==> config.mk <==
export PLATFORM = sky130hd
export DESIGN_NAME = base85_z85_codec_top
export DESIGN_NICKNAME = d
export VERILOG_FILES = /design/src/sv/z85_pkg.sv /design/src/sv/base85_z85_codec_top.sv /design/src/sv/z85_front.sv /design/src/sv/z85_fifo.sv /design/src/sv/z85_back.sv
export SDC_FILE = /design/constraint.sdc
export NUM_CORES = 2
export LEC_CHECK = 0
export BUFFER_PORTS_ARGS = -buffer_cell sky130_fd_sc_hd__buf_2
export CAP_MARGIN = 20
export CORE_MARGIN = 5
export CORE_UTILIZATION = 41
export DETAILED_ROUTE_END_ITERATION = 8
export PLACE_DENSITY = 0.55
export SLEW_MARGIN = 20
export SYNTH_ARGS = -nofsm -noshare
export SYNTH_HDL_FRONTEND = slang
export SYNTH_SLANG_ARGS = --single-unit
==> constraint.sdc <==
create_clock -name i_clk -period 10.8 [get_ports i_clk]
set_input_delay 0.54 -clock i_clk [delete_from_list [all_inputs] [get_ports i_clk]]
set_output_delay 0.54 -clock i_clk [all_outputs]
set_load 0.03 [all_outputs]
==> src/sv/z85_pkg.sv <==
// shared types, constants and symbol tables for the z85 codec
`timescale 1ns / 1ps

package z85_pkg;

    // group sizes and result counts
    localparam logic [2:0] Z85_CHARS   = 3'd5;
    localparam logic [2:0] Z85_BYTES   = 3'd4;
    localparam logic [2:0] Z85_ERR_LEN = 3'd1;

    // radix and reciprocal: floor(x / 85) == (x * Z85_RECIP) >> Z85_RECIP_SHIFT for 32-bit x
    localparam logic [31:0] Z85_RADIX       = 32'd85;
    localparam logic [31:0] Z85_RECIP       = 32'd3233857729;
    localparam int          Z85_RECIP_SHIFT = 38;

    // queue between front and back
    localparam int Z85_QDEPTH = 2;
    localparam int Z85_QPTR_W = $clog2(Z85_QDEPTH);
    localparam int Z85_QCNT_W = $clog2(Z85_QDEPTH + 1);

    // input request
    typedef struct packed {
        logic [7:0] in_symbol;
        logic       end_of_stream;
    } t_in_req;

    // output request
    typedef struct packed {
        logic [7:0] out_symbol;
        logic       group_last;
        logic       stream_last;
        logic       length_error;
        logic       bad_char;
    } t_out_req;

    // work handed from front to back
    typedef enum logic [1:0] {
        JOB_ENC,
        JOB_DEC,
        JOB_ERR
    } t_job_kind;

    typedef struct packed {
        t_job_kind   kind;
        logic [31:0] word;
        logic        eos;
        logic        bad;
    } t_job;

    // digit value to z85 character
    function automatic logic [7:0] z85_char(input logic [6:0] d);
        logic [7:0] c;
        c = 8'h00;
        if (d < 7'd10) begin
            c = 8'h30 + {1'b0, d};
        end else if (d < 7'd36) begin
            c = 8'h61 + {1'b0, d} - 8'd10;
        end else if (d < 7'd62) begin
            c = 8'h41 + {1'b0, d} - 8'd36;
        end else begin
            case (d)
                7'd62:   c = 8'h2E;
                7'd63:   c = 8'h2D;
                7'd64:   c = 8'h3A;
                7'd65:   c = 8'h2B;
                7'd66:   c = 8'h3D;
                7'd67:   c = 8'h5E;
                7'd68:   c = 8'h21;
                7'd69:   c = 8'h2F;
                7'd70:   c = 8'h2A;
                7'd71:   c = 8'h3F;
                7'd72:   c = 8'h26;
                7'd73:   c = 8'h3C;
                7'd74:   c = 8'h3E;
                7'd75:   c = 8'h28;
                7'd76:   c = 8'h29;
                7'd77:   c = 8'h5B;
                7'd78:   c = 8'h5D;
                7'd79:   c = 8'h7B;
                7'd80:   c = 8'h7D;
                7'd81:   c = 8'h40;
                7'd82:   c = 8'h25;
                7'd83:   c = 8'h24;
                7'd84:   c = 8'h23;
                default: c = 8'h00;
            endcase
        end
        return c;
    endfunction

    // z85 character to digit value, unknown codes give zero
    function automatic logic [6:0] z85_digit(input logic [7:0] c);
        logic [6:0] d;
        d = 7'd0;
        if (c >= 8'h30 && c <= 8'h39) begin
            d = 7'(c - 8'h30);
        end else if (c >= 8'h61 && c <= 8'h7A) begin
            d = 7'(c - 8'h61 + 8'd10);
        end else if (c >= 8'h41 && c <= 8'h5A) begin
            d = 7'(c - 8'h41 + 8'd36);
        end else begin
            case (c)
                8'h2E:   d = 7'd62;
                8'h2D:   d = 7'd63;
                8'h3A:   d = 7'd64;
                8'h2B:   d = 7'd65;
                8'h3D:   d = 7'd66;
                8'h5E:   d = 7'd67;
                8'h21:   d = 7'd68;
                8'h2F:   d = 7'd69;
                8'h2A:   d = 7'd70;
                8'h3F:   d = 7'd71;
                8'h26:   d = 7'd72;
                8'h3C:   d = 7'd73;
                8'h3E:   d = 7'd74;
                8'h28:   d = 7'd75;
                8'h29:   d = 7'd76;
                8'h5B:   d = 7'd77;
                8'h5D:   d = 7'd78;
                8'h7B:   d = 7'd79;
                8'h7D:   d = 7'd80;
                8'h40:   d = 7'd81;
                8'h25:   d = 7'd82;
                8'h24:   d = 7'd83;
                8'h23:   d = 7'd84;
                default: d = 7'd0;
            endcase
        end
        return d;
    endfunction

endpackage

==> src/sv/base85_z85_codec_top.sv <==
// top level of the streaming z85 codec
`timescale 1ns / 1ps

// Streaming Z85 codec. Input requests (i_in_valid / o_in_stall, payload i_in_req) carry
// one byte when encoding or one character when decoding, plus an end-of-stream flag.
// Output requests (o_out_valid / i_out_stall, payload o_out_req) carry one character
// or byte each, with group-last, stream-last, length-error and bad-character flags.
// i_cfg_we writes i_cfg_data into the mode bit (1 = decode) and drops any partial
// group; write it only while the block is idle.
// A stream ending inside a group gives one error request.
// Throughput: decoding takes one character per cycle while the job queue has room.
// Encoding is bound by the output channel, which carries five characters per group,
// and by the digit extractor (one reciprocal multiply per step, one digit per cycle
// unless the burst hand-off slot is full, the last step giving two digits).
// Reset (synchronous, active low) clears the mode to encode and empties all stages.
// When the receiver stalls, the output register holds its request; the two-entry job
// queue fills and o_in_stall rises only once the queue is full.

module base85_z85_codec_top import z85_pkg::*; (
    input  logic     i_clk,
    input  logic     i_rst_n,
    input  logic     i_cfg_we,
    input  logic     i_cfg_data,
    input  logic     i_in_valid,
    input  t_in_req  i_in_req,
    output logic     o_in_stall,
    output logic     o_out_valid,
    output t_out_req o_out_req,
    input  logic     i_out_stall
);

    logic q_push;
    t_job q_push_data;
    logic q_full;
    logic q_valid;
    t_job q_data;
    logic q_pop;

    // request intake and group assembly
    z85_front u_front (
        .i_clk      (i_clk),
        .i_rst_n    (i_rst_n),
        .i_cfg_we   (i_cfg_we),
        .i_cfg_data (i_cfg_data),
        .i_valid    (i_in_valid),
        .i_req      (i_in_req),
        .o_stall    (o_in_stall),
        .o_push     (q_push),
        .o_job      (q_push_data),
        .i_q_full   (q_full)
    );

    // job queue
    z85_fifo u_fifo (
        .i_clk       (i_clk),
        .i_rst_n     (i_rst_n),
        .i_push      (q_push),
        .i_push_data (q_push_data),
        .o_full      (q_full),
        .o_valid     (q_valid),
        .o_data      (q_data),
        .i_pop       (q_pop)
    );

    // conversion and output
    z85_back u_back (
        .i_clk       (i_clk),
        .i_rst_n     (i_rst_n),
        .i_job_valid (q_valid),
        .i_job       (q_data),
        .o_pop       (q_pop),
        .o_valid     (o_out_valid),
        .o_req       (o_out_req),
        .i_stall     (i_out_stall)
    );

endmodule

==> src/sv/z85_front.sv <==
// front end: accepts requests, packs or accumulates groups, issues jobs
`timescale 1ns / 1ps

module z85_front import z85_pkg::*; (
    input  logic    i_clk,
    input  logic    i_rst_n,
    input  logic    i_cfg_we,
    input  logic    i_cfg_data,
    input  logic    i_valid,
    input  t_in_req i_req,
    output logic    o_stall,
    output logic    o_push,
    output t_job    o_job,
    input  logic    i_q_full
);

    logic        r_mode;
    logic [31:0] r_acc;
    logic [2:0]  r_cnt;
    logic        r_bad;

    logic        accept;
    logic [6:0]  digit;
    logic        bad_now;
    logic [31:0] mac;
    logic [31:0] n_acc;
    logic [2:0]  n_cnt;
    logic        n_bad;
    logic        complete;

    // accept whenever the job queue has room
    assign o_stall = i_q_full;
    assign accept  = i_valid && !i_q_full;

    // digit lookup and group accumulation
    always_comb begin
        digit    = z85_digit(i_req.in_symbol);
        bad_now  = r_mode && (i_req.in_symbol[7] || i_req.in_symbol[7:5] == 3'b000);
        mac      = 32'(r_acc * Z85_RADIX) + {25'd0, digit};
        n_acc    = r_mode ? mac : {r_acc[23:0], i_req.in_symbol};
        n_bad    = r_bad | bad_now;
        n_cnt    = r_cnt + 3'd1;
        complete = (n_cnt == (r_mode ? Z85_CHARS : Z85_BYTES));
    end

    // job issue on a full group or an early end of stream
    always_comb begin
        o_push     = accept && (complete || i_req.end_of_stream);
        o_job.kind = complete ? (r_mode ? JOB_DEC : JOB_ENC) : JOB_ERR;
        o_job.word = n_acc;
        o_job.eos  = i_req.end_of_stream;
        o_job.bad  = n_bad;
    end

    // mode and group state
    always_ff @(posedge i_clk) begin
        if (!i_rst_n) begin
            r_mode <= 1'b0;
            r_acc  <= 32'd0;
            r_cnt  <= 3'd0;
            r_bad  <= 1'b0;
        end else if (i_cfg_we) begin
            r_mode <= i_cfg_data;
            r_acc  <= 32'd0;
            r_cnt  <= 3'd0;
            r_bad  <= 1'b0;
        end else if (accept) begin
            if (o_push) begin
                r_acc <= 32'd0;
                r_cnt <= 3'd0;
                r_bad <= 1'b0;
            end else begin
                r_acc <= n_acc;
                r_cnt <= n_cnt;
                r_bad <= n_bad;
            end
        end
    end

    // group count stays below the group size
    a_cnt_range: assert property (@(posedge i_clk) disable iff (!i_rst_n)
        r_cnt < (r_mode ? Z85_CHARS : Z85_BYTES))
        else $error("group count out of range");

    // encoding never collects a bad-character flag
    a_enc_no_bad: assert property (@(posedge i_clk) disable iff (!i_rst_n)
        !r_mode |-> !r_bad)
        else $error("bad flag set in encode mode");

endmodule

==> src/sv/z85_fifo.sv <==
// short job queue between the front end and the back end
`timescale 1ns / 1ps

module z85_fifo import z85_pkg::*; (
    input  logic i_clk,
    input  logic i_rst_n,
    input  logic i_push,
    input  t_job i_push_data,
    output logic o_full,
    output logic o_valid,
    output t_job o_data,
    input  logic i_pop
);

    t_job                  r_mem [Z85_QDEPTH];
    logic [Z85_QPTR_W-1:0] r_wptr;
    logic [Z85_QPTR_W-1:0] r_rptr;
    logic [Z85_QCNT_W-1:0] r_count;

    logic do_push;
    logic do_pop;

    assign o_full  = (r_count == Z85_QCNT_W'(Z85_QDEPTH));
    assign o_valid = (r_count != '0);
    assign o_data  = r_mem[r_rptr];
    assign do_push = i_push && !o_full;
    assign do_pop  = i_pop && o_valid;

    // entry storage
    always_ff @(posedge i_clk) begin
        if (do_push) begin
            r_mem[r_wptr] <= i_push_data;
        end
    end

    // pointers and fill count
    always_ff @(posedge i_clk) begin
        if (!i_rst_n) begin
            r_wptr  <= '0;
            r_rptr  <= '0;
            r_count <= '0;
        end else begin
            if (do_push) begin
                r_wptr <= (r_wptr == Z85_QPTR_W'(Z85_QDEPTH - 1)) ? '0 : r_wptr + 1'b1;
            end
            if (do_pop) begin
                r_rptr <= (r_rptr == Z85_QPTR_W'(Z85_QDEPTH - 1)) ? '0 : r_rptr + 1'b1;
            end
            if (do_push && !do_pop) begin
                r_count <= r_count + 1'b1;
            end else if (do_pop && !do_push) begin
                r_count <= r_count - 1'b1;
            end
        end
    end

endmodule

==> src/sv/z85_back.sv <==
// back end: radix conversion, result bursts and the output register
`timescale 1ns / 1ps

module z85_back import z85_pkg::*; (
    input  logic     i_clk,
    input  logic     i_rst_n,
    input  logic     i_job_valid,
    input  t_job     i_job,
    output logic     o_pop,
    output logic     o_valid,
    output t_out_req o_req,
    input  logic     i_stall
);

    typedef struct packed {
        logic [4:0][7:0] sym;
        logic [2:0]      n;
        logic            eos;
        logic            bad;
        logic            lerr;
    } t_burst;

    // converter
    logic            r_busy;
    logic [1:0]      r_step;
    logic [63:0]     r_prod;
    logic [31:0]     r_x;
    logic            r_ceos;
    logic [4:0][7:0] r_cdig;

    // burst hand-off slot
    logic            r_burst_valid;
    t_burst          r_burst;

    // emitter and output register
    logic            r_evalid;
    t_burst          r_emit;
    logic [2:0]      r_eidx;
    logic            r_out_valid;
    t_out_req        r_out;

    logic [25:0]     q;
    logic [31:0]     rem;
    logic [6:0]      digit;
    logic [2:0]      pos;
    logic [63:0]     n_prod;
    logic [63:0]     load_prod;
    logic            out_take;
    logic            e_last;
    logic            e_fire;
    logic            burst_take;
    logic            burst_free;
    logic            conv_done;
    logic            conv_adv;
    logic            pop_enc;
    logic            pop_direct;
    t_burst          enc_burst;
    t_burst          dir_burst;

    // a base-85 digit per cycle if the slot is free, least significant first
    always_comb begin
        q         = r_prod[63:Z85_RECIP_SHIFT];
        rem       = r_x - ({6'd0, q} * Z85_RADIX);
        digit     = rem[6:0];
        pos       = 3'd4 - {1'b0, r_step};
        n_prod    = {32'd0, 6'd0, q} * {32'd0, Z85_RECIP};
        load_prod = {32'd0, i_job.word} * {32'd0, Z85_RECIP};
    end

    // emitter and hand-off control
    always_comb begin
        out_take   = !r_out_valid || !i_stall;
        e_last     = (r_eidx == 3'(r_emit.n - 3'd1));
        e_fire     = r_evalid && out_take;
        burst_take = r_burst_valid && (!r_evalid || (e_fire && e_last));
        burst_free = !r_burst_valid || burst_take;
        conv_done  = r_busy && (r_step == 2'd3) && burst_free;
        conv_adv   = r_busy && ((r_step != 2'd3) || burst_free);
    end

    // job pops: encode jobs enter the converter, others go straight to a burst
    always_comb begin
        pop_enc    = i_job_valid && (i_job.kind == JOB_ENC) && (!r_busy || conv_done);
        pop_direct = i_job_valid && (i_job.kind != JOB_ENC) && !r_busy && burst_free;
        o_pop      = pop_enc || pop_direct;
    end

    // burst built from a finished conversion
    always_comb begin
        enc_burst.sym    = r_cdig;
        enc_burst.sym[1] = z85_char(digit);
        enc_burst.sym[0] = z85_char(q[6:0]);
        enc_burst.n      = Z85_CHARS;
        enc_burst.eos    = r_ceos;
        enc_burst.bad    = 1'b0;
        enc_burst.lerr   = 1'b0;
    end

    // burst built directly from a decode or error job
    always_comb begin
        dir_burst.sym  = '0;
        dir_burst.n    = Z85_ERR_LEN;
        dir_burst.eos  = i_job.eos;
        dir_burst.bad  = i_job.bad;
        dir_burst.lerr = 1'b1;
        case (i_job.kind)
            JOB_DEC: begin
                dir_burst.sym[0] = i_job.word[31:24];
                dir_burst.sym[1] = i_job.word[23:16];
                dir_burst.sym[2] = i_job.word[15:8];
                dir_burst.sym[3] = i_job.word[7:0];
                dir_burst.n      = Z85_BYTES;
                dir_burst.lerr   = 1'b0;
            end
            default: begin
                dir_burst.n    = Z85_ERR_LEN;
                dir_burst.lerr = 1'b1;
            end
        endcase
    end

    // converter datapath
    always_ff @(posedge i_clk) begin
        if (pop_enc) begin
            r_prod <= load_prod;
            r_x    <= i_job.word;
            r_ceos <= i_job.eos;
        end else if (conv_adv) begin
            r_prod      <= n_prod;
            r_x         <= {6'd0, q};
            r_cdig[pos] <= z85_char(digit);
        end
    end

    // converter control
    always_ff @(posedge i_clk) begin
        if (!i_rst_n) begin
            r_busy <= 1'b0;
            r_step <= 2'd0;
        end else if (pop_enc) begin
            r_busy <= 1'b1;
            r_step <= 2'd0;
        end else if (conv_done) begin
            r_busy <= 1'b0;
        end else if (conv_adv) begin
            r_step <= r_step + 2'd1;
        end
    end

    // hand-off slot
    always_ff @(posedge i_clk) begin
        if (!i_rst_n) begin
            r_burst_valid <= 1'b0;
        end else if (conv_done) begin
            r_burst_valid <= 1'b1;
            r_burst       <= enc_burst;
        end else if (pop_direct) begin
            r_burst_valid <= 1'b1;
            r_burst       <= dir_burst;
        end else if (burst_take) begin
            r_burst_valid <= 1'b0;
        end
    end

    // emitter walks the burst one request per cycle unless the output stalls
    always_ff @(posedge i_clk) begin
        if (!i_rst_n) begin
            r_evalid <= 1'b0;
            r_eidx   <= 3'd0;
        end else if (burst_take) begin
            r_evalid <= 1'b1;
            r_emit   <= r_burst;
            r_eidx   <= 3'd0;
        end else if (e_fire) begin
            if (e_last) begin
                r_evalid <= 1'b0;
            end else begin
                r_eidx <= r_eidx + 3'd1;
            end
        end
    end

    // output register
    always_ff @(posedge i_clk) begin
        if (!i_rst_n) begin
            r_out_valid <= 1'b0;
        end else if (out_take) begin
            r_out_valid <= r_evalid;
        end
        if (e_fire) begin
            r_out.out_symbol   <= r_emit.sym[r_eidx];
            r_out.group_last   <= e_last;
            r_out.stream_last  <= e_last && r_emit.eos;
            r_out.length_error <= r_emit.lerr;
            r_out.bad_char     <= r_emit.bad;
        end
    end

    assign o_valid = r_out_valid;
    assign o_req   = r_out;

    // emitter index stays inside its burst
    a_eidx_range: assert property (@(posedge i_clk) disable iff (!i_rst_n)
        r_evalid |-> (r_eidx < r_emit.n))
        else $error("emitter index past burst length");

    // bursts carry only the three legal lengths
    a_burst_len: assert property (@(posedge i_clk) disable iff (!i_rst_n)
        r_burst_valid |-> (r_burst.n == Z85_CHARS || r_burst.n == Z85_BYTES ||
                           r_burst.n == Z85_ERR_LEN))
        else $error("illegal burst length");

    // an error request is a lone zero that closes group and stream
    a_err_shape: assert property (@(posedge i_clk) disable iff (!i_rst_n)
        (r_out_valid && r_out.length_error) |->
            (r_out.group_last && r_out.stream_last && r_out.out_symbol == 8'd0))
        else $error("malformed error request");

endmodule

==> metrics.md <==
| Metric | Value |
|---|---|
| Outcome | finished clean |
| Clock slew at reported path FFs | 0.06 ns |
| #FFs+latches synth | 283 |
| Input/output buffers | 28 |
| Worst Path Arrival | 8.29 ns |
| Die H | roughly 300 um |
| Max clock buf depth | 3 |
| Max-Cap Viols | 0 |
| Layout cells sized above 1 | 0.0479 |
| Final hold viol count | 0 |
| Area of the multi-input gates | 23500 um^2 |
| CP endpoint kind | register |
| Minimum hold slack | 0.236 ns |
| Starting DRC count in detailed routing | about 1400 |
| Setup Skew | 0.0321 ns |
| Register area share after synthesis | 0.232 |
| Synth Area per Inst | 9.97 um^2 |
| Core Area | 83600 um^2 |
| Cell count of the worst reg-to-reg path | 26 |
| Antenna diode count | 0 |
| Tcrit/Tclk final | 0.746 |
| Site Rows | 106 |
| CP required | 11.04 ns |
| H-Tree Depth | 2 |
| Post-DP HPWL | slightly above 70000 um |
| Global placer's final weighted congestion | about 0.94 |
| Post-CTS Resized | 0 |
| # DRC | 0 |
| TritonCTS clock tree | yes |
| Hold crit path type | input pin to register |
| Hold Path Cell Cnt | 1 |
| Startpoint types | register |
| CTS buffer count | 34 |
| First-pass GRT wire length | 137000 um |
| Crit path max fanout | between 40 and 50 |
| Post CTS Setup Buffer Count | 0 |
| Final Setup Violations | 0 |
| Area post-placement | 35800 um^2 |
| Worst hold start | i_in_req[0] |
| Clock Latency Late Sink | 0.56 ns |
| Register area | ~8000 um^2 |
| Largest cells by area after synthesis | ha_1 (24%), edfxtp_1 (20%), fa_1 (19%) |
| Mapped cell area | 34500 um^2 |
| Die W | 300 um |
| Largest area contributor in the netlist | ha_1 |
| Synth unique cells | 87 |
| RSZ-0062 raised after global routing | no |
| CTS sink count | 283 |
| Synthesized instance count | 3455 |
| Period minus WS final | between 8 and 9 ns |
| ANT nets after route | 0 |
| Remaining global-route overflow | 0 |
| Max Freq | around 0.12 GHz |
| Slew headroom | 0.271 |
| Boundary Pins | 29 |
| CP Class | register to register |
| Yosys warning total | 0 |
| Worst R2R Setup Slack | 2.75 ns |
| Final net count | 4464 |
| Starting Density | 0.412 |
| Slew @ Worst Pin | roughly 1.1 ns |
| Area Overhead vs Synth | 7.18% |
| Most frequent cell after synthesis | inv_1 |
| Hold endpoint | u_fifo.r_mem[0][1]$_DFFE_PP_ |
| Reg2Reg Capture Point | u_back.r_prod[61]$_SDFFCE_PN0P_ |
| Post-synth EDFFs | 232 |
| Area share of the largest cell type after synthesis | 0.241 |
| Initial antenna violation count | 1 |
| DP Cell Count | 4502 |
| CTS Root Cell | clkbuf_16 |
| Total Routing Usage GR | 0.191 |
| Via/cell ratio | 5.26 |
| TNS Setup | 0 ns |
| Post-CTS Hold Fix Bufs | 0 |
| Primary FF master, synth | edfxtp_1 |
| Vias in the first global route | around 24000 |
| Final WL | 86000 um |
| Fraction of registers with async set/reset | 0 |
| First-pass DRT Iterations | 7 |
| Fin cells | 4563 |
| Final instance area | around 37000 um^2 |
| Average wire per standard cell | roughly 19 um |
| Die Area | 89900 um^2 |
| Fillers | 8128 |
| Post-synth top cells | inv_1 (715), ha_1 (663), fa_1 (328), edfxtp_1 (232), nor2_1 (172) |
| Vias | around 24000 |
| Largest net degree at the start of global routing | 53 |
| Max-slew violation count | 0 |
[cell usage in the layout (no fill, tap or decap), drive strengths merged, types with 34 or more instances in the layout]
cell | Yosys | final
nor3 | 40 | 40
o21ai | 145 | 145
ha | 663 | 663
inv | 716 | 719
a21o | 50 | 50
nor2 | 172 | 172
nand3 | 54 | 54
fa | 328 | 328
edfxtp | 232 | 232
xnor2 | 69 | 69
dfxtp | 51 | 51
buf | 11 | 44
xor2 | 43 | 43
mux2 | 34 | 34
nand2 | 171 | 171
clkbuf | 68 | 42
a21oi | 168 | 168
[worst max-delay path, stage by stage, from the launching register on]
cell and delay, ns:
dfxtp_2 0.31, buf_4 0.44, mux2i_1 0.51, inv_1 0.19
ha_1 0.32, ha_1 0.29, ha_1 0.33, inv_1 0.07
fa_1 0.53, inv_1 0.05, fa_1 0.49, inv_1 0.05
fa_1 0.48, inv_1 0.06, fa_1 0.49, ha_1 0.32
ha_1 0.31, and2_1 0.18, a221o_1 0.32, a221oi_1 0.29
o21ai_0 0.11, a31o_1 0.26, o311ai_2 0.48, o311ai_2 0.26
o31ai_2 0.33, xor2_1 0.18, nor2_1 0.05
[registers in the layout, indices dropped and copies added, names as in the netlist, 7 cells and up, named ones only]
name and flops:
u_back.r_emit 45, u_back.o_req 12, u_back.r_burst 45, u_front.r_acc 32, u_back.enc_burst 24, u_back.r_prod 26
u_fifo.r_mem 72, u_back.r_x 7
[kinds of logic after synthesis]
| logic type | after synthesis | synth area share |
|---|---|---|
| DFF | 283 | 0.232 |
| buffers and inverters | 796 | 0.0871 |
| other | 1 | 0.000109 |
| and+or+nand+nor | 580 | 0.0783 |
| AOI/OAI and AO/OA | 627 | 0.119 |
| xor gates and xnor gates | 112 | 0.0289 |
| muxes | 65 | 0.0230 |
| adders and majority gates | 991 | 0.431 |
[worst max-delay path by stage]
| stage | from | endpoint | slack (ns) | cells past startpoint |
|---|---|---|---|---|
| after global placement | register | u_back.r_prod[61]$_SDFFCE_PN0P_ | 2.81 | 26 |
| after floorplan | register | u_back.r_prod[61]$_SDFFCE_PN0P_ | 3.16 | 27 |
| after CTS | register | u_back.r_prod[61]$_SDFFCE_PN0P_ | 2.67 | 26 |
| after detailed placement | register | u_back.r_prod[61]$_SDFFCE_PN0P_ | 2.75 | 26 |
| final | register | u_back.r_prod[61]$_SDFFCE_PN0P_ | 2.75 | 26 |
| after global routing | register | u_back.r_prod[61]$_SDFFCE_PN0P_ | 2.20 | 26 |
[cell type report]
type / instances / area share
timing repair buffer: 44 / 0.00705
inverter: 717 / 0.0729
clock buffer: 42 / 0.0252
multi-input combinational: 2378 / 0.636
tap: 1080 / 0.0366
sequential: 283 / 0.216
clock inverter: 19 / 0.00546
[through the flow]
step           worst slack (ns)  utilization
6_report                   2.75        0.442
5_1_grt                    2.20        0.442
4_1_cts                    2.67        0.442
3_5_place_dp               2.75        0.428
3_3_place_gp               2.81        0.428
2_1_floorplan              3.16            -
[routing by layer]
| metal | global-route usage | vias up | routed length, um |
|---|---|---|---|
| met5 | 0 | - | 13 |
| li1 | - | 11764 | - |
| met2 | 0.316 | 431 | 39800 |
| met4 | 0.0353 | 2 | 1320 |
| met1 | 0.279 | 11732 | 42000 |
| met3 | 0.0170 | 80 | 2880 |
Power is left out: the tool's default activity adds up to more than one toggle a clock period on the data nets, which glitch-free logic cannot reach.
